[src/rtl/dwe_pkg.sv]
package dwe_pkg;

   // operation codes of an input item
   localparam logic [1:0] OP_ENCODER = 2'd0;
   localparam logic [1:0] OP_TICK    = 2'd1;
   localparam logic [1:0] OP_START   = 2'd2;

   // register indexes on the csr port
   localparam int         CSR_INDEX_BITS  = 3;
   localparam logic [2:0] CSR_PROP_GAIN   = 3'd0;
   localparam logic [2:0] CSR_INTEG_GAIN  = 3'd1;
   localparam logic [2:0] CSR_DERIV_GAIN  = 3'd2;
   localparam logic [2:0] CSR_DUTY_MAX    = 3'd3;
   localparam logic [2:0] CSR_COUNT_SCALE = 3'd4;

   localparam int GAIN_BITS   = 20;
   localparam int DUTY_BITS   = 16;
   localparam int SCALE_BITS  = 8;
   localparam int CODE_BITS   = 4;
   localparam int CM_BITS     = 12;
   localparam int NOTCH_BITS  = 16;
   localparam int TARGET_BITS = 12;
   localparam int FRAC_BITS   = 16;

   localparam logic [GAIN_BITS-1:0]  PROP_GAIN_RESET   = 20'd32768;
   localparam logic [GAIN_BITS-1:0]  INTEG_GAIN_RESET  = 20'd7;
   localparam logic [GAIN_BITS-1:0]  DERIV_GAIN_RESET  = 20'd6554;
   localparam logic [DUTY_BITS-1:0]  DUTY_MAX_RESET    = 16'd6000;
   localparam logic [SCALE_BITS-1:0] COUNT_SCALE_RESET = 8'd12;

   // speed codes and the duty / setpoint each one loads
   localparam logic [CODE_BITS-1:0] SPEED_SLOW = 4'd7;
   localparam logic [CODE_BITS-1:0] SPEED_MID  = 4'd8;
   localparam logic [CODE_BITS-1:0] SPEED_FAST = 4'd9;
   localparam logic [DUTY_BITS-1:0] DUTY_SLOW  = 16'd2400;
   localparam logic [DUTY_BITS-1:0] DUTY_MID   = 16'd3000;
   localparam logic [DUTY_BITS-1:0] DUTY_FAST  = 16'd4500;

   // target = floor((cm + 1) * 50 / 51), done as (cm + 1) * round_up(50 * 2^24 / 51) >> 24
   localparam int                   TARGET_MULT_BITS = 24;
   localparam logic [23:0]          TARGET_MULT      = 24'd16448251;
   localparam int                   TARGET_SHIFT     = 24;

   localparam int QUEUE_DEPTH    = 4;
   localparam int QUEUE_PTR_BITS = 2;

   typedef struct packed {
      logic [GAIN_BITS-1:0]  prop_gain;
      logic [GAIN_BITS-1:0]  integ_gain;
      logic [GAIN_BITS-1:0]  deriv_gain;
      logic [DUTY_BITS-1:0]  duty_max;
      logic [SCALE_BITS-1:0] count_scale;
   } cfg_type;

   typedef struct packed {
      logic                   ok;
      logic [DUTY_BITS-1:0]   duty;
   } speed_type;

   // classified item as it waits in the queue
   typedef struct packed {
      logic [1:0]             op;
      logic                   left_edge;
      logic                   right_edge;
      logic                   start_ok;
      logic [DUTY_BITS-1:0]   duty;
      logic [TARGET_BITS-1:0] target;
   } item_type;

   // per-item status carried down the back pipeline
   typedef struct packed {
      logic [1:0]             op;
      logic                   start_ok;
      logic [DUTY_BITS-1:0]   duty;
      logic                   run_done;
      logic                   start_ignored;
      logic                   drive_on;
      logic [NOTCH_BITS-1:0]  left_notches;
      logic [NOTCH_BITS-1:0]  right_notches;
   } info_type;

   typedef struct packed {
      logic [DUTY_BITS-1:0]   left_duty;
      logic [DUTY_BITS-1:0]   right_duty;
      logic                   drive_on;
      logic                   run_done;
      logic                   start_ignored;
      logic [NOTCH_BITS-1:0]  left_notches;
      logic [NOTCH_BITS-1:0]  right_notches;
   } rsp_type;

   function automatic speed_type speed_lookup(input logic [CODE_BITS-1:0] code);
      speed_type s;
      s.ok   = 1'b1;
      s.duty = '0;
      unique case (code)
         SPEED_SLOW: s.duty = DUTY_SLOW;
         SPEED_MID:  s.duty = DUTY_MID;
         SPEED_FAST: s.duty = DUTY_FAST;
         default:    s.ok   = 1'b0;
      endcase
      return s;
   endfunction

endpackage

[src/rtl/dwe_queue.sv]
module dwe_queue
   import dwe_pkg::*;
(
   input  logic     clock,
   input  logic     reset,
   input  logic     push,
   input  item_type push_item,
   output logic     full,
   output logic     valid,
   output item_type head,
   input  logic     pop
);

   item_type                  entry_ff [QUEUE_DEPTH];
   logic [QUEUE_PTR_BITS-1:0] wr_ptr_ff, wr_ptr_in;
   logic [QUEUE_PTR_BITS-1:0] rd_ptr_ff, rd_ptr_in;
   logic [QUEUE_PTR_BITS:0]   fill_ff, fill_in;

   assign full  = fill_ff == (QUEUE_PTR_BITS+1)'(QUEUE_DEPTH);
   assign valid = fill_ff != '0;
   assign head  = entry_ff[rd_ptr_ff];

   always_comb begin
      wr_ptr_in = push ? wr_ptr_ff + 1'b1 : wr_ptr_ff;
      rd_ptr_in = pop ? rd_ptr_ff + 1'b1 : rd_ptr_ff;
      fill_in   = fill_ff;
      if (push && !pop) begin
         fill_in = fill_ff + 1'b1;
      end else if (pop && !push) begin
         fill_in = fill_ff - 1'b1;
      end
   end

   always_ff @(posedge clock) begin
      if (reset) begin
         wr_ptr_ff <= '0;
         rd_ptr_ff <= '0;
         fill_ff   <= '0;
      end else begin
         wr_ptr_ff <= wr_ptr_in;
         rd_ptr_ff <= rd_ptr_in;
         fill_ff   <= fill_in;
      end
   end

   always_ff @(posedge clock) begin
      if (push) begin
         entry_ff[wr_ptr_ff] <= push_item;
      end
   end

endmodule

[config.mk]
export PLATFORM = sky130hd
export DESIGN_NAME = dwe_queue
export DESIGN_NICKNAME = d
export VERILOG_FILES = /design/src/rtl/dwe_pkg.sv /design/src/rtl/dwe_queue.sv
export SDC_FILE = /design/constraint.sdc
export NUM_CORES = 1
export LEC_CHECK = 0
export BUFFER_PORTS_ARGS = -buffer_cell sky130_fd_sc_hd__buf_2
export CAP_MARGIN = 10
export CELL_PAD_IN_SITES_DETAIL_PLACEMENT = 1
export CELL_PAD_IN_SITES_GLOBAL_PLACEMENT = 2
export CORE_MARGIN = 2
export CORE_UTILIZATION = 29
export DETAILED_ROUTE_END_ITERATION = 6
export HOLD_SLACK_MARGIN = 0.03
export MAX_ROUTING_LAYER = met4
export PLACE_DENSITY_LB_ADDON = 0.1
export SYNTH_ARGS = -nofsm -noshare
export SYNTH_HDL_FRONTEND = slang
export SYNTH_SLANG_ARGS = --single-unit
[constraint.sdc]
create_clock -name clock -period 3.9 [get_ports clock]
set_clock_uncertainty 0.1 [all_clocks]
set_input_delay 0.195 -clock clock [delete_from_list [all_inputs] [get_ports clock]]
set_output_delay 0.195 -clock clock [all_outputs]
set_load 0.005 [all_outputs]
**After elaboration in Yosys (flattened, before gate mapping)**

Memories as Yosys holds them, arrays and structs flattened. A register that Yosys moved wholly into a read port is not among the register bits.
Index checks and enable logic that the tools add are counted.

- Add/subtract/negate cells: 4
- Shift operators: 0
- $mul: 0
- Divide/modulo/power cells: 0
- Order comparisons: 0
- Equality and inequality tests: 1
- Bitwise operators: 0
- Mux-type cells: 6
- Reduce and logical (&&, ||, !) cells: 6

Operator list:

| cell | number |
|---|---|
| $mux 3 | 2 |
| $add 2x1->2 const B | 2 |
| $mux 2 | 2 |
| $add 3x1->3 const B | 1 |
| $eq 3x3->1 const B | 1 |
| $reduce_bool 3->1 | 1 |
| $sub 3x1->3 const B | 1 |
| $logic_and 1x1->1 | 2 |
| $logic_not 1->1 | 2 |
| $mux 1 | 2 |
| $reduce_bool 2->1 | 1 |

- Input port bits: 37
- Bits in latches: 0
- Register bits after elaboration: 7
- Memories: 1
- Memory bits (writable): 132
- Logic and storage cells: 21
- Bits in read-only memories: 0

Memory list:

| memory | depth | bits a word | rd ports | clocked after memory_dff | write ports | line | text |
|---|---|---|---|---|---|---|---|
| entry_ff | 4 | 33 | 1 | 1 | 1 | dwe_queue.sv:14 | `item_type entry_ff [QUEUE_DEPTH];` |

**Logic depth before layout (Yosys ltp)**

Gate-level depths: netlist of the first run.

- Word-level depth: 4
- Depth in mapped cells: 7
- Depth with buffers taken out: 7

**Worst setup path before layout of the first run**

Ideal clock, no wire load.

- Path type: register to register
- Start point: register wr_ptr_ff[0]
- End point: memory entry_ff[2][0] (netlist bit), enable pin
- Path slack: 2.053 ns
- Data arrival time: 1.354 ns
- Buffers on the path: 0
- Stages on the path, launching flop included: 4
- Period minus slack after synthesis: 1.847 ns
- Data required time: 3.407 ns
- Path through: dfxtp_1 > inv_1 > ha_1 > and2_1

RTL lines:

| element | line | text |
|---|---|---|
| start, declared | dwe_queue.sv:15 | `logic [QUEUE_PTR_BITS-1:0] wr_ptr_ff, wr_ptr_in;` |
| start signal, assigned | dwe_queue.sv:40 | `wr_ptr_ff <= wr_ptr_in;` |
| end, declared | dwe_queue.sv:14 |  |

Straight into the memory's write port.

==> results_dict.tcl, run 1 <==
set metrics [dict create \
    antenna_found_initial 0 \
    synth_edf_count 132 \
    grt_pass1_vias 2793 \
    drtPass1Iterations 4 \
    finalCriticalPeriod_ps 2363 \
    diodes 0 \
    grt_max_degree 34 \
    worst_path_max_delay_cell "mux4_1" \
    start_util_pct 29.36 \
    crit_buf_inv 2 \
    ys_top_cells_by_count "edfxtp_1, mux4_2, dfxtp_1" \
    path_max_fanout 17 \
    synth-adder-area-share_pct 1.576 \
    synth_top_family_by_area "multiplexers" \
    clockBufferDepth 2 \
    async_reset_ff_share_pct 0 \
    ctsResizeCount 0 \
    worstMarginPinSlew_ps 1009 \
    cts_root_buf "clkbuf_16" \
    status "finished, final reports clean" \
    yosys-top-cells-area "edfxtp_1, mux4_2, dfxtp_1" \
    worstPathArrival_ps 2070 \
    place_area_mm2 0.005809 \
    ys.flop_type "edfxtp_1" \
    wl_per_cell_um 18.08 \
    crit_required_ps 3610 \
    synth.most_common_cell "edfxtp_1" \
    cts_max_level 4 \
    place_congestion 0.6359 \
    synth_seq_cells 141 \
    ant_nets 0 \
    overflow 0 \
    hp-class "input port to flip-flop" \
    cp_cell_sequence "buf_4 -> mux4_1 -> buf_2" \
    drt-total-wl_um 10430 \
    finalNetCount 378 \
    syn_to_final_growth_pct 30.00 \
    ioPinCount 72 \
    path_class "flip-flop to output port" \
    drc 0 \
    rsz0062_at_grt "no" \
    slew_violations 0 \
    synthMuxAreaShare_pct 14.78 \
    yosysUniqueCellTypes 21 \
    critPathCaptureType "output port" \
    die_x_um 138.4 \
    cts_buffers 17 \
    setup_tns_ps 0 \
    syn_area_mm2 0.005239 \
    place_hpwl_um 5906 \
    synthSimpleGateAreaFrac_pct 1.433 \
    drtIter0Drc 102 \
    fin_crit_sh_pct 60.60 \
    synth-xor-area-share_pct 0.8359 \
    grt_pass1_wl_um 16220 \
    critPathTopFamily "multiplexers" \
    viasPerCell 4.341 \
    setup_viol 0 \
    clock-sinks 141 \
    drive_above_1_share_pct 39.08 \
    die_y_um 138.4 \
    cts.clk_slew.worst_paths_ps 60 \
    synth.avg_cell_area_um2 24.14 \
    layout_setup_ws_ps 1537 \
    track_usage_pct 11.89 \
    rows 49 \
    coreArea_mm2 0.01784 \
    cts_tree "yes" \
    crit_path_start_kind "flip-flop" \
    cap_viol_max_count 0 \
    synth_nets 260 \
    die-area_mm2 0.01916 \
    num_vias 2505 \
    power_leakage_nw 2.358 \
    ys_seq_area_share_pct 79.10 \
    p_per_area_mw_per_mm2 569.5 \
    syn_inst 217 \
    clock.fmax_mhz 423.1 \
    yosysWarnings 0 \
    place_ws_ps 1898 \
    worst_ir_drop_vdd_mv 0.2938 \
    clk_latency_ps 410 \
    max_stage_delay_ps 600 \
    slew_headroom_pct 32.76 \
    synth_top_area_share_pct 75.66 \
    portBuffers 71 \
    yosysTopAreaCell "edfxtp_1" \
    stdcell_area_mm2 0.006810 \
    synth_compound_area_share_pct 0.1911 \
    hold_violations 0 \
]
==> per-stage QoR <==
stage / hold slack [ps] / utilization (%) / power (W) / instances
global placement: 311.4 / 32.56 / 0.002109 / 510
floorplan: 193.9 / - / 0.001976 / 217
finish: 45.35 / 38.17 / 0.003879 / 577
detailed placement: 310.9 / 32.56 / 0.002114 / 510
CTS: 43.39 / 38.17 / 0.003935 / 577
global route: 55.66 / 38.17 / 0.004026 / 577
==> worst paths after layout <==
kind	startpoint	cells past startpoint	endpoint	slack [ps]
setup reg to reg	wr_ptr_ff[0]$_SDFFE_PP0P_	3	entry_ff[0][15]$_DFFE_PP_	2010
hold / removal	push	3	wr_ptr_ff[0]$_SDFFE_PP0P_	50
setup / recovery	flip-flop	3	head[19]	1540
hold reg to reg	fill_ff[2]$_SDFFE_PP0P_	2	fill_ff[2]$_SDFFE_PP0P_	420
==> worst reg2reg max path, delay by kind of cell, from the launching register on <==
family / cells / cell delay, ps
fa+ha+maj: 1 / 140
buf+inv: 1 / 100
flops: 1 / 340
simple gates: 1 / 810
==> registers in the layout, summed over array words and instances, names as in the netlist, named ones only <==
signal / count
fill_ff: 3
entry_ff: 132
wr_ptr_ff: 2
rd_ptr_ff: 2
==> report_power, final <==
| group | switching (W) | internal [W] |
|---|---|---|
| logic | 0.000147 | 0.000171 |
| registers | 0.0000392 | 0.00174 |
| clock network | 0.000595 | 0.00119 |
==> cells in the final DEF, fill, tap and decap left out, drive strengths merged <==
| cell | instances |
|---|---|
| edfxtp | 132 |
| buf | 73 |
| dlygate4sd3 | 35 |
| mux4 | 33 |
| clkbuf | 18 |
| dfxtp | 9 |
| nor2 | 7 |
| bufinv | 6 |
| clkinv | 6 |
| ha | 5 |
| inv | 5 |
| and2 | 4 |
| xor2 | 3 |
| or3 | 2 |
| xnor2 | 2 |
| mux2i | 2 |
| nor3b | 1 |
| nand2 | 1 |
| o21ai | 1 |
| a21oi | 1 |
| fa | 1 |
| clkinvlp | 1 |
==> what timing repair did <==
item	in CTS	in global routing
hold endpoints to repair	141	0
hold buffers	35	0
setup buffers	0	0
==> routing by layer <==
layer	vias to the layer above	global-route usage, %	part of all wire, %
li1	1132	-	-
met1	1312	14.96	45
met2	53	18.26	49
met3	8	4.053	4.3
met4	0	3.706	0.95
met5	-	-	0
==> logic make-up (layout without fill, tap and decap cells) <==
family	after synthesis	in the layout
compound gates	2	2
buf+inv	13	144
simple gates	15	15
mux	35	35
fa+ha+maj	6	6
flops	141	141
xor+xnor	5	5
==> area by class of cell <==
class / instances / area, um2
clock buffer: 18 / 429.2
clock inverter: 14 / 221.5
sequential: 141 / 4146
multi-input combinational: 63 / 991.0
inverter: 4 / 15.01
timing repair buffer: 108 / 720.7
tap: 229 / 286.5
fill: 1725 / 11030
(Power assumes the default switching activity.)
==> inputs of run 2 (changes only) <==
==> constraint.sdc (replaced) <==
create_clock -name clock -period 2.47 [get_ports clock]
set_clock_uncertainty 0.1 [all_clocks]
set_input_delay 0.1235 -clock clock [delete_from_list [all_inputs] [get_ports clock]]
set_output_delay 0.1235 -clock clock [all_outputs]
set_load 0.005 [all_outputs]
==> results_dict.tcl, run 2 (same netlist as run 1, synthesis figures left out) <==
set metrics [dict create \
    drtIter0Drc 121 \
    slew_headroom_pct 38.80 \
    drtPass1Iterations 5 \
    status "finished, final reports clean" \
    clk_latency_ps 410 \
    portBuffers 71 \
    rows 49 \
    clockBufferDepth 2 \
    hold_violations 0 \
    stdcell_area_mm2 0.006827 \
    setup_viol 0 \
    cts_setup_buffers 0 \
    p_per_area_mw_per_mm2 841.1 \
    cts_max_level 4 \
    die_y_um 138.4 \
    critPathCaptureType "output port" \
    largest_reg_flops 132 \
    ctsHoldBuffers 37 \
    finalCriticalPeriod_ps 2030 \
    wl_per_cell_um 17.92 \
    clock.fmax_mhz 492.7 \
    setup_tns_ps 0 \
    worstPathArrival_ps 1810 \
    drive_above_1_share_pct 40.73 \
    final_common_cell "edfxtp_1" \
    coreArea_mm2 0.01784 \
    mostFrequentLayoutCells "edfxtp_1, buf_2, dlygate4sd3_1" \
    worstMarginPinSlew_ps 918.0 \
    ant_nets 0 \
    top_regs "entry_ff (132), fill_ff (3)" \
    crit_path_start_kind "flip-flop" \
    place_hpwl_um 6317 \
    num_vias 2544 \
    cts.clk_slew.worst_paths_ps 60 \
    grt_pass1_wl_um 16700 \
    r2r_start "wr_ptr_ff[0]$_SDFFE_PP0P_" \
    viasPerCell 4.349 \
    cap_viol_max_count 0 \
    path_max_fanout 33 \
    power_leakage_nw 2.366 \
    clock-sinks 141 \
    r2r.worst_path.cells 3 \
    overflow 0 \
    hold_path_end "entry_ff[0][7]$_DFFE_PP_" \
    hp-start "push_item[7]" \
    reg2reg_to "entry_ff[2][22]$_DFFE_PP_" \
    start_util_pct 29.36 \
    ctsResizeCount 0 \
    total_power_w 0.005741 \
    worst_ir_drop_vdd_mv 0.5259 \
    place_area_mm2 0.005892 \
    crit_required_ps 2250 \
    grt_pass1_vias 2854 \
    rsz0062_at_grt "no" \
    fin_crit_sh_pct 82.18 \
    ioPinCount 72 \
    path_class "flip-flop to output port" \
    drc 0 \
    die-area_mm2 0.01916 \
    drt-total-wl_um 10490 \
    grt_max_degree 34 \
    whs_path_depth 2 \
    cts_tree "yes" \
    track_usage_pct 12.25 \
    syn_to_final_growth_pct 30.31 \
    die_x_um 138.4 \
    antenna_found_initial 0 \
    cts_buffers 17 \
    diodes 0 \
    place_congestion 0.6558 \
    slew_violations 0 \
    hp-class "input port to flip-flop" \
    reg2reg_slack_ps 640 \
    finalNetCount 386 \
    largest_register "entry_ff" \
    cts_root_buf "clkbuf_16" \
]
-- run 2: per-layer routing --
metal  global-route usage [%]  routed length, um  vias up
met3                    4.191                335        8
met1                    15.35               4868     1330
met4                    4.511                119        0
li1                         -                  -     1155
met5                        -                  0        -
met2                    18.55               5162       51
-- run 2: worst max-delay path, cell delays in order, from the launching register on --
cell and delay, ps:
dfxtp_2 340, buf_12 280, mux4_1 600, buf_2 150
-- run 2: where the power goes --
part	switching, W	leakage [nW]	total, W	internal (W)
Combinational	0.000252	0.807	0.000539	0.000287
Clock	0.00102	0.272	0.00242	0.00140
Sequential	0.0000462	1.29	0.00279	0.00274
-- run 2: how the worst max path moves through the flow --
stage | end | cells past startpoint
2_1_floorplan | entry_ff[2][0]$_DFFE_PP_ | 3
3_3_place_gp | entry_ff[2][15]$_DFFE_PP_ | 3
3_5_place_dp | entry_ff[2][15]$_DFFE_PP_ | 3
4_1_cts | head[19] | 3
5_1_grt | head[19] | 3
6_report | head[19] | 3
-- run 2: per-stage QoR --
stage / hold slack, ps / cells / utilization, % / setup WS, ps
3_3_place_gp: 240.1 / 516 / 33.02 / 592.0
3_5_place_dp: 243.5 / 516 / 33.02 / 529.5
5_1_grt: 350.3 / 585 / 38.26 / 315.5
6_report: 355.2 / 585 / 38.26 / 440.3
2_1_floorplan: 122.4 / 217 / - / 622.8
4_1_cts: 330.5 / 585 / 38.26 / 366.8
-- run 2: layout make-up --
| cell class | instances | area (um2) |
|---|---|---|
| multi-input cells | 63 | 991.0 |
| inverters | 4 | 15.01 |
| repair buffers | 116 | 823.3 |
| flip-flops and latches | 141 | 4146 |
| clock inverters | 15 | 138.9 |
| fillers | 1747 | 11010 |
| clock buffers | 17 | 425.4 |
| well taps | 229 | 286.5 |
