$ cat config.mk
export PLATFORM = sky130hd
export DESIGN_NAME = dwe_front
export DESIGN_NICKNAME = d
export VERILOG_FILES = /design/src/rtl/dwe_pkg.sv /design/src/rtl/dwe_front.sv
export SDC_FILE = /design/constraint.sdc
export NUM_CORES = 1
export LEC_CHECK = 0
export BUFFER_PORTS_ARGS = -buffer_cell sky130_fd_sc_hd__buf_2
export CAP_MARGIN = 40
export CORE_ASPECT_RATIO = 1.1
export CORE_UTILIZATION = 57
export DETAILED_ROUTE_END_ITERATION = 8
export PLACE_DENSITY = 0.81
export SLEW_MARGIN = 25
export SYNTH_ARGS = -nofsm -noshare
export SYNTH_HDL_FRONTEND = slang
export SYNTH_SLANG_ARGS = --single-unit
$ cat constraint.sdc
create_clock -name vclk -period 6.2
set_clock_uncertainty 0.1 [all_clocks]
set_input_delay 0.31 -clock vclk [all_inputs]
set_output_delay 0.31 -clock vclk [all_outputs]
set_load 0.01 [all_outputs]
$ cat src/rtl/dwe_pkg.sv
package dwe_pkg;

   // operation codes of an input item
   localparam logic [1:0] OP_ENCODER = 2'd0;
   localparam logic [1:0] OP_TICK    = 2'd1;
   localparam logic [1:0] OP_START   = 2'd2;

   // register indexes on the csr port
   localparam int         CSR_INDEX_BITS  = 3;
   localparam logic [2:0] CSR_PROP_GAIN   = 3'd0;
   localparam logic [2:0] CSR_INTEG_GAIN  = 3'd1;
   localparam logic [2:0] CSR_DERIV_GAIN  = 3'd2;
   localparam logic [2:0] CSR_DUTY_MAX    = 3'd3;
   localparam logic [2:0] CSR_COUNT_SCALE = 3'd4;

   localparam int GAIN_BITS   = 20;
   localparam int DUTY_BITS   = 16;
   localparam int SCALE_BITS  = 8;
   localparam int CODE_BITS   = 4;
   localparam int CM_BITS     = 12;
   localparam int NOTCH_BITS  = 16;
   localparam int TARGET_BITS = 12;
   localparam int FRAC_BITS   = 16;

   localparam logic [GAIN_BITS-1:0]  PROP_GAIN_RESET   = 20'd32768;
   localparam logic [GAIN_BITS-1:0]  INTEG_GAIN_RESET  = 20'd7;
   localparam logic [GAIN_BITS-1:0]  DERIV_GAIN_RESET  = 20'd6554;
   localparam logic [DUTY_BITS-1:0]  DUTY_MAX_RESET    = 16'd6000;
   localparam logic [SCALE_BITS-1:0] COUNT_SCALE_RESET = 8'd12;

   // speed codes and the duty / setpoint each one loads
   localparam logic [CODE_BITS-1:0] SPEED_SLOW = 4'd7;
   localparam logic [CODE_BITS-1:0] SPEED_MID  = 4'd8;
   localparam logic [CODE_BITS-1:0] SPEED_FAST = 4'd9;
   localparam logic [DUTY_BITS-1:0] DUTY_SLOW  = 16'd2400;
   localparam logic [DUTY_BITS-1:0] DUTY_MID   = 16'd3000;
   localparam logic [DUTY_BITS-1:0] DUTY_FAST  = 16'd4500;

   // target = floor((cm + 1) * 50 / 51), done as (cm + 1) * round_up(50 * 2^24 / 51) >> 24
   localparam int                   TARGET_MULT_BITS = 24;
   localparam logic [23:0]          TARGET_MULT      = 24'd16448251;
   localparam int                   TARGET_SHIFT     = 24;

   localparam int QUEUE_DEPTH    = 4;
   localparam int QUEUE_PTR_BITS = 2;

   typedef struct packed {
      logic [GAIN_BITS-1:0]  prop_gain;
      logic [GAIN_BITS-1:0]  integ_gain;
      logic [GAIN_BITS-1:0]  deriv_gain;
      logic [DUTY_BITS-1:0]  duty_max;
      logic [SCALE_BITS-1:0] count_scale;
   } cfg_type;

   typedef struct packed {
      logic                   ok;
      logic [DUTY_BITS-1:0]   duty;
   } speed_type;

   // classified item as it waits in the queue
   typedef struct packed {
      logic [1:0]             op;
      logic                   left_edge;
      logic                   right_edge;
      logic                   start_ok;
      logic [DUTY_BITS-1:0]   duty;
      logic [TARGET_BITS-1:0] target;
   } item_type;

   // per-item status carried down the back pipeline
   typedef struct packed {
      logic [1:0]             op;
      logic                   start_ok;
      logic [DUTY_BITS-1:0]   duty;
      logic                   run_done;
      logic                   start_ignored;
      logic                   drive_on;
      logic [NOTCH_BITS-1:0]  left_notches;
      logic [NOTCH_BITS-1:0]  right_notches;
   } info_type;

   typedef struct packed {
      logic [DUTY_BITS-1:0]   left_duty;
      logic [DUTY_BITS-1:0]   right_duty;
      logic                   drive_on;
      logic                   run_done;
      logic                   start_ignored;
      logic [NOTCH_BITS-1:0]  left_notches;
      logic [NOTCH_BITS-1:0]  right_notches;
   } rsp_type;

   function automatic speed_type speed_lookup(input logic [CODE_BITS-1:0] code);
      speed_type s;
      s.ok   = 1'b1;
      s.duty = '0;
      unique case (code)
         SPEED_SLOW: s.duty = DUTY_SLOW;
         SPEED_MID:  s.duty = DUTY_MID;
         SPEED_FAST: s.duty = DUTY_FAST;
         default:    s.ok   = 1'b0;
      endcase
      return s;
   endfunction

endpackage

$ cat src/rtl/dwe_front.sv
module dwe_front
   import dwe_pkg::*;
(
   input  logic                 req_valid,
   output logic                 req_stall,
   input  logic [1:0]           req_operation,
   input  logic                 req_left_edge,
   input  logic                 req_right_edge,
   input  logic [CODE_BITS-1:0] req_speed_code,
   input  logic [CM_BITS-1:0]   req_distance_cm,
   input  logic                 queue_full,
   output logic                 push,
   output item_type             push_item
);

   speed_type                            speed;
   logic [CM_BITS:0]                     cm_plus;
   logic [CM_BITS+TARGET_MULT_BITS:0]    target_prod;

   assign req_stall = queue_full;
   assign push      = req_valid && !queue_full;

   always_comb begin
      speed       = speed_lookup(req_speed_code);
      cm_plus     = {1'b0, req_distance_cm} + 1'b1;
      target_prod = cm_plus * TARGET_MULT;

      push_item.op         = req_operation;
      push_item.left_edge  = req_left_edge;
      push_item.right_edge = req_right_edge;
      push_item.start_ok   = (req_operation == OP_START) && speed.ok;
      push_item.duty       = speed.duty;
      push_item.target     = target_prod[TARGET_SHIFT +: TARGET_BITS];
   end

endmodule

# [Word-level counts from Yosys, hierarchy flattened]
# Cells that the tools add are included.
[totals] register_bits=0 latchBits=0 mem_bits_rw=0 mem_bits_ro=0 inputBits=22 out_inout_bits=35 wordCells=12 mem_count=0
[classes] n_addsub=1 n_mul=1 div=0 magnitude_cmp=0 eq_ne=4 shift=0 mux=2 n_bitwise=0 n_reduce_logical=4
[ops] cell="13-bit one-hot mux with 3 select lines" count=1
[ops] cell="13-bit by 24-bit multiplier with 36-bit output (second input constant)" count=1
[ops] cell="12-bit by 1-bit adder with 13-bit output (second input constant)" count=1
[ops] cell="4-bit equality test (second input constant)" count=2
[ops] cell="4-bit by 3-bit equality test with 1-bit output (second input constant)" count=1
[ops] cell="3-bit OR reduction" count=1
[ops] cell="2-bit equality test (second input constant)" count=1
[ops] cell="1-bit logical AND" count=2
[ops] cell="1-bit zero test" count=1
[ops] cell="1-bit 2-to-1 mux" count=1

# [Longest topological paths before layout]
# Gate-level depths: netlist of the first run.
[logic_depth] ltp_word=4 ltp_mapped=25 depth_no_buf=25

# [Least setup slack after synthesis of the first run]
# OpenSTA, ideal clock, no wires.
[synth_timing] path_type="input-to-output" from="input req_distance_cm[0]" to="output push_item[7] (netlist name)" t_arrival_ps=6238 required_time_ps=5790 slack_ps=-448 path_stages=25 n_path_buf=0 cell_sequence="ha_1 nand2_1 nor2_1 and3_1 nand3_1 xnor2_1 inv_1 fa_1 inv_1 fa_1 inv_1 fa_1 inv_1 fa_1 inv_1 fa_1 inv_1 ha_1 and3_4 and3_4 and3_4 a211o_4 a21oi_4 o21bai_1 xor2_1"
[synth_lines] element="start, declared" line_no="dwe_front.sv:10" rtl="input logic [CM_BITS-1:0] req_distance_cm,"
[synth_lines] element="end, declared" line_no="dwe_front.sv:13" rtl="output item_type push_item"

==> flow_summary.toml, run 1 <==
[hold_path]
hold_start = "req_left_edge"
min_path_type = "input port to output port"

[grt]
antenna_found_initial = 0
grt_pass1_vias = 5427
grt_usage_pct = 38.2
grt_pass1_wl_um = 26800
grt_overflow = 0
grt_max_degree = 8

[placed_design]
io_buffers = 47
place.gp.congestion = 0.929
post-dp-hpwl_um = 13300

[job]
maxCapViolations = 0

[yosys]
synth_most_common_cell = "inv_1"
synth_cell_types = 45
avgSynthCellArea_um2 = 9.10
syn_inst = 561
synth_commonest_cells = "191 x inv_1, 110 x fa_1, 82 x ha_1"
ys_seq_area_share_pct = 0
syn-cell-area_um2 = 5100
synth_area_leaders = "fa_1 43%, ha_1 20%, inv_1 14%"
synth_warnings = 0
synth.largest_area_cell = "fa_1"
synth_top_area_share_pct = 43.1

[detailed_routing]
drc = 0
drtPass1Iterations = 6
vias = 4960
first_iter_violations = 352
ant_nets = 0
via_per_inst = 5.86
routed_wl_um = 18500
wire_per_inst_um = 21.9

[layout]
seq_cell_count = 0
fillers = 428
clockBufferCount = 0
nets = 952
regArea_um2 = 0
n_antenna_cell = 0
area_delta_synth_final_pct = 37.4
drive_gt1_share_pct = 37.6

[floorplanning]
core-area_um2 = 8540
fp-row-count = 35
die_h_um = 101
io_pins = 57
initial_core_util_pct = 59.8
die-width_um = 92.2
die_area_um2 = 9340

[clock_network]
cts_hold_buf = 0

[timing]
period_minus_slack_ns = 6.54
setup_viol = 12
grt_setup_unrepaired = "true"
period_share_pct = 105
hold_violations = 0
max_freq_ghz = 0.153
setup_ws_ns = -0.337
setup_tns_ns = -2.23
slew_viol_final = 0

[setup_path]
cpPeakStageDelay_ns = 0.61
crit_path_end_kind = "output port"
cp-startpoint = "req_distance_cm[0]"
crit_fanout = 4
cpMostUsedCell = "fa_1"
cpMaxStageDelayCell = "fa_2"
start_kind = "input port"
criticalPathCategory = "input port to output port"
critPathArrivalTime_ns = 6.13
worstPathRequired_ns = 5.79
cp_cell_sequence = "buf_8 > ha_4 > buf_4 > nand3_2 > xnor2_2 > inv_1 > fa_1 > inv_2 > fa_1 > buf_6 > fa_2 > inv_1 > fa_1 > fa_1 > inv_1 > ha_1 > a21oi_1 > o21ai_1 > buf_4 > o21bai_1 > o211ai_1 > o211ai_2 > xnor2_1 > buf_2"

[run_status]
violations = "setup timing"
status = "complete, but fails checks"
-- area by class of cell --
type | instances | area [um^2] | share of cell area (%)
multi-input combinational | 359 | 4810 | 68.6
timing repair buffer | 186 | 1350 | 19.2
inverter | 191 | 719 | 10.3
tap | 111 | 139 | 1.98
-- timing repair --
item / CTS / global route
endpoints found under the hold margin: 0 / 0
setup buffers: 10 / 11
setup endpoints to repair: 12 / 12
gates resized for setup: 51 / 57
pin swaps: 40 / 44
-- placed cells by master, fill, tap and decap left out, types with 2 or more instances in the layout --
| cell | instances |
|---|---|
| a211o_4 | 2 |
| a21o_1 | 7 |
| a21oi_1 | 16 |
| a21oi_2 | 4 |
| a21oi_4 | 2 |
| and3_1 | 2 |
| and3_4 | 6 |
| buf_2 | 42 |
| buf_4 | 131 |
| buf_6 | 11 |
| buf_8 | 2 |
| conb_1 | 6 |
| fa_1 | 101 |
| fa_2 | 9 |
| ha_1 | 65 |
| ha_4 | 16 |
| inv_1 | 176 |
| inv_2 | 14 |
| mux2i_1 | 2 |
| nand2_1 | 17 |
| nand2_2 | 2 |
| nand3_1 | 8 |
| nand3_2 | 3 |
| nand3_4 | 2 |
| nand4_1 | 2 |
| nor2_1 | 12 |
| nor2_4 | 2 |
| nor2b_1 | 2 |
| nor3_1 | 2 |
| o211ai_1 | 3 |
| o21ai_0 | 6 |
| o21ai_1 | 5 |
| o21bai_1 | 6 |
| xnor2_1 | 8 |
| xnor2_2 | 5 |
| xor2_1 | 5 |
| xor2_2 | 4 |
-- through the flow --
stage | instances | setup WS [ns] | hold slack [ns] | util (%) | instance area [um^2]
3_5_place_dp | 826 | -0.837 | 0.520 | 74.3 | 6340
3_3_place_gp | 826 | -0.586 | 0.520 | 74.3 | 6340
6_report | 847 | -0.337 | 0.520 | 82.1 | 7010
4_1_cts | 836 | -0.154 | 0.520 | 77.9 | 6650
5_1_grt | 847 | -0.571 | 0.520 | 82.1 | 7010
2_1_floorplan | 566 | 0.0332 | 0.566 | - | 5200
-- routing by layer --
layer  GRT usage, %  part of all wire (%)
met1           39.3                    33
met2           69.5                    49
met3           6.38                   6.9
met4           29.3                    11
met5              0                     0
-- worst paths after layout --
check	endpoint	slack [ns]	cells after the start
max	push_item[10]	-0.34	24
min	push_item[30]	0.52	0
-- worst max-delay path: cells and delay by family --
family	cells	cell delay (ns)
AOI/OAI and AO/OA	5	0.82
and+or+nand+nor	1	0.12
adders and majority gates	7	3.28
xor gates and xnor gates	2	0.41
buffers and inverters	9	1.17
-- cell families after synthesis --
group | share of synthesized area (%)
other | 0.0735
muxes | 0.392
AOI/OAI and AO/OA | 8.68
xor gates and xnor gates | 4.12
buffers and inverters | 16.3
and+or+nand+nor | 7.16
adders and majority gates | 63.3
Power of run 1 is not shown: default switching activity piles up to over one toggle a cycle in this logic, so the estimate is an artifact.
==> run 2, diff against run 1 <==
Settings changed: CORE_MARGIN from default to 2.
==> run 2 against run 1 <==
  * The flow still finishes with violations (setup timing)
  * Non-clock buffer count is 7 lower
  * Die area up 4.2%
  * Worst setup slack better by 0.062 ns
  * Core utilization is 1.4 points lower
  * Largest cell class unchanged
  * First-iteration DRC count fell by 33%
==> flow_summary.toml, run 2 (synthesis results as in run 1) <==
[setup_path]
crit_fanout = 4
start_kind = "input port"
crit_path_end_kind = "output port"
critPathArrivalTime_ns = 6.07
worstPathRequired_ns = 5.79
criticalPathCategory = "input port to output port"

[layout]
mostFrequentLayoutCell = "inv_1"
nets = 945
drive_gt1_share_pct = 39.5
area_delta_synth_final_pct = 39.0
clockBufferCount = 0
n_antenna_cell = 0
mostFrequentLayoutCells = "171 x inv_1, 127 x buf_4, 102 x fa_1, 60 x ha_1, 42 x buf_2"
regArea_um2 = 0
seq_cell_count = 0
fillers = 482
postLayoutCoreUtil_pct = 80.8

[run_status]
violations = "setup timing"
status = "complete, but fails checks"

[floorplanning]
initial_core_util_pct = 58.1
die-width_um = 94.2
io_pins = 57
fp-row-count = 36
die_area_um2 = 9730
core-area_um2 = 8780
die_h_um = 103

[detailed_routing]
drtPass1Iterations = 5
first_iter_violations = 235
wire_per_inst_um = 20.4
drc = 0
ant_nets = 0
via_per_inst = 5.60
routed_wl_um = 17200
vias = 4720

[grt]
grt_max_degree = 8
grt_pass1_wl_um = 24100
grt_pass1_vias = 4954
antenna_found_initial = 0
grt_overflow = 0
grt_usage_pct = 32.6

[timing]
grt_setup_unrepaired = "true"
hold_violations = 0
period_share_pct = 104
period_minus_slack_ns = 6.48
slew_viol_final = 0
setup_ws_ns = -0.275
setup_tns_ns = -1.81
setup_viol = 12
max_freq_ghz = 0.154

[hold_path]
min_path_type = "input port to output port"

[placed_design]
post-dp-hpwl_um = 12800
place.gp.congestion = 0.968
io_buffers = 47

[job]
maxCapViolations = 0
[run 2: cell types whose count changed in the layout (fill, tap and decap cells not counted), sizes merged]
cell / previous run / this run
buf: 186 / 179
inv: 191 / 190
clkinvlp: 0 / 1
[run 2: cell type report]
type               instances  area (um^2)  area share, %
repair buffers           179         1280           18.1
multi-input cells        359         4950           69.7
well taps                114          143           2.01
inverters                191          723           10.2
[run 2: metal layers]
metal / vias up / track usage, % / share of wire, %
met2: 253 / 58.5 / 51
met1: 2353 / 38.9 / 35
met3: 99 / 3.04 / 5.6
met4: 0 / 18.1 / 7.8
li1: 2015 / - / -
met5: - / 0 / 0
[run 2: metrics by stage]
step,instance area [um^2],hold slack [ns],std cells,worst slack [ns]
finish,7100,0.520,843,-0.275
global route,7100,0.520,843,-0.403
CTS,6610,0.520,827,-0.116
detailed placement,6300,0.520,823,-0.530
global placement,6300,0.520,823,-0.534
floorplan,5200,0.566,566,0.0332
[run 2: what timing repair did]
action / 4_1_cts / 5_1_grt
setup endpoints to repair: 12 / 12
buffers inserted: 4 / 16
cloned: 0 / 0
hold buffers: 0 / 0
pin swaps: 48 / 65
gates resized for setup: 56 / 73
[run 2: worst paths after layout]
kind | startpoint | endpoint | slack (ns) | depth (start not counted)
worst min-delay path | req_right_edge | push_item[29] | 0.52 | 0
worst max-delay path | req_distance_cm[0] | push_item[9] | -0.28 | 25
[run 2: critical path: stages]
cell,delay [ns]
buf_6,0.09
ha_4,0.14
nand2_4,0.05
nor2_4,0.17
buf_4,0.15
xor2_2,0.17
inv_1,0.08
fa_1,0.56
inv_2,0.10
fa_2,0.58
buf_4,0.13
fa_2,0.48
fa_1,0.57
inv_1,0.06
fa_1,0.54
inv_1,0.07
ha_4,0.25
and4_4,0.19
and3_4,0.18
and3_4,0.16
a211o_4,0.35
a21oi_4,0.23
o2111ai_2,0.18
o311ai_4,0.10
buf_2,0.17
Power of run 2 is left out for the same reason.
==> run 3, diff against run 2 <==
--- a/config.mk
+++ b/config.mk
@@ -18 +18,2 @@
 export SYNTH_SLANG_ARGS = --single-unit
+export TNS_END_PERCENT = 10
==> constraint.sdc (replaced) <==
create_clock -name vclk -period 6.2
set_clock_uncertainty 0.1 [all_clocks]
set_input_delay 0 -clock vclk [all_inputs]
set_output_delay 0 -clock vclk [all_outputs]
set_load 0.01 [all_outputs]
==> run 3 against run 2 <==
  * The run now ends clean
  * Sequential share of layout area stayed put
  * Critical path depth is 2 lower
  * Cell area is 19% lower
  * Critical endpoint is now push_item[5]
  * Largest cell class unchanged
==> flow_summary.toml, run 3 (synthesis results as in run 1) <==
[setup_path]
start_kind = "input port"
cp-startpoint = "req_distance_cm[3]"
crit_fanout = 4
critPathArrivalTime_ns = 5.89
endpoint = "push_item[5]"
crit_path_end_kind = "output port"
worstPathRequired_ns = 6.10
criticalPathCategory = "input port to output port"

[hold_path]
hold_start = "req_operation[1]"
min_path_type = "input port to output port"

[timing]
hold_violations = 0
setup_viol = 0
period_minus_slack_ns = 5.99
period_share_pct = 96.7
slew_viol_final = 0
max_freq_ghz = 0.167

[detailed_routing]
vias = 3839
drtPass1Iterations = 4
routed_wl_um = 11900
via_per_inst = 5.22
first_iter_violations = 96
drc = 0
ant_nets = 0
wire_per_inst_um = 16.2

[placed_design]
place.gp.congestion = 0.972
io_buffers = 47
placed_cells = 730
post-dp-hpwl_um = 11000

[floorplanning]
io_pins = 57
die_h_um = 103
fp-row-count = 36
initial_core_util_pct = 58.1
core-area_um2 = 8780
die-width_um = 94.2
die_area_um2 = 9730

[grt]
grt_usage_pct = 25.8
antenna_found_initial = 0
grt_overflow = 0
grt_max_degree = 9
grt_pass1_wl_um = 19400
grt_pass1_vias = 4104

[layout]
n_antenna_cell = 0
instances_no_fill = 736
clockBufferCount = 0
area_delta_synth_final_pct = 12.2
mostFrequentLayoutCell = "inv_1"
regArea_um2 = 0
nets = 838
seq_cell_count = 0
drive_gt1_share_pct = 15.8
mostFrequentLayoutCells = "190 x inv_1, 108 x fa_1, 80 x ha_1, 43 x buf_2, 26 x buf_4"
fillers = 733

[run_status]
status = "finished clean"

[job]
maxCapViolations = 0
-- run 3: per-stage QoR --
step	setup WS, ns	util, %	cell area [um^2]	hold WS (ns)	setup TNS [ns]
6_report	0.206	65.2	5720	0.0976	0
3_3_place_gp	0.0750	62.9	5530	-0.0999	0
3_5_place_dp	-0.126	62.9	5530	-0.0999	-0.187
5_1_grt	-0.0368	65.2	5720	0.106	-0.0598
2_1_floorplan	0.172	-	5120	-0.0536	0
4_1_cts	0.0142	63.3	5560	0.0977	0
-- run 3: final cells by class --
type	instances	area (um^2)	area share, %
Timing Repair Buffer	72	438	7.65
Inverter	191	717	12.5
Tap cell	114	143	2.49
Multi-Input combinational cell	359	4430	77.3
-- run 3: worst max-delay path, stage by stage --
cell,delay [ns]
clkbuf_4,0.15
nand3_4,0.10
nor2_4,0.14
buf_4,0.12
xor2_1,0.26
inv_1,0.15
fa_1,0.58
inv_1,0.14
fa_1,0.49
fa_1,0.64
inv_1,0.09
fa_1,0.54
inv_1,0.06
fa_1,0.48
ha_1,0.33
nand3_1,0.10
o211ai_1,0.20
a211o_1,0.30
a21o_1,0.23
a21boi_2,0.09
o211a_1,0.23
a311oi_1,0.30
buf_2,0.19
-- run 3: worst min-delay path by stage --
| stage | endpoint | slack [ns] | depth (start not counted) |
|---|---|---|---|
| after floorplan | push | -0.05 | 1 |
| after global placement | push_item[29] | -0.1 | 0 |
| after detailed placement | push_item[29] | -0.1 | 0 |
| after CTS | push_item[32] | 0.1 | 2 |
| after global routing | push_item[31] | 0.11 | 2 |
| final | push_item[32] | 0.1 | 2 |
-- run 3: timing repair --
item / CTS / global route
setup endpoints to repair: 4 / 7
pin swaps: 0 / 13
hold buffers: 2 / 0
gates resized for setup: 5 / 25
cloned: 0 / 0
buffers inserted: 0 / 4
hold endpoints to repair: 2 / 0
-- run 3: metal layers --
layer	global-route usage, %	vias to the layer above	wire, um
li1	-	1804	-
met1	32.4	1900	4820
met2	49.3	106	6320
met3	1.01	29	376
met4	6.69	0	410
met5	0	-	0
Power of run 3 is left out for the same reason.
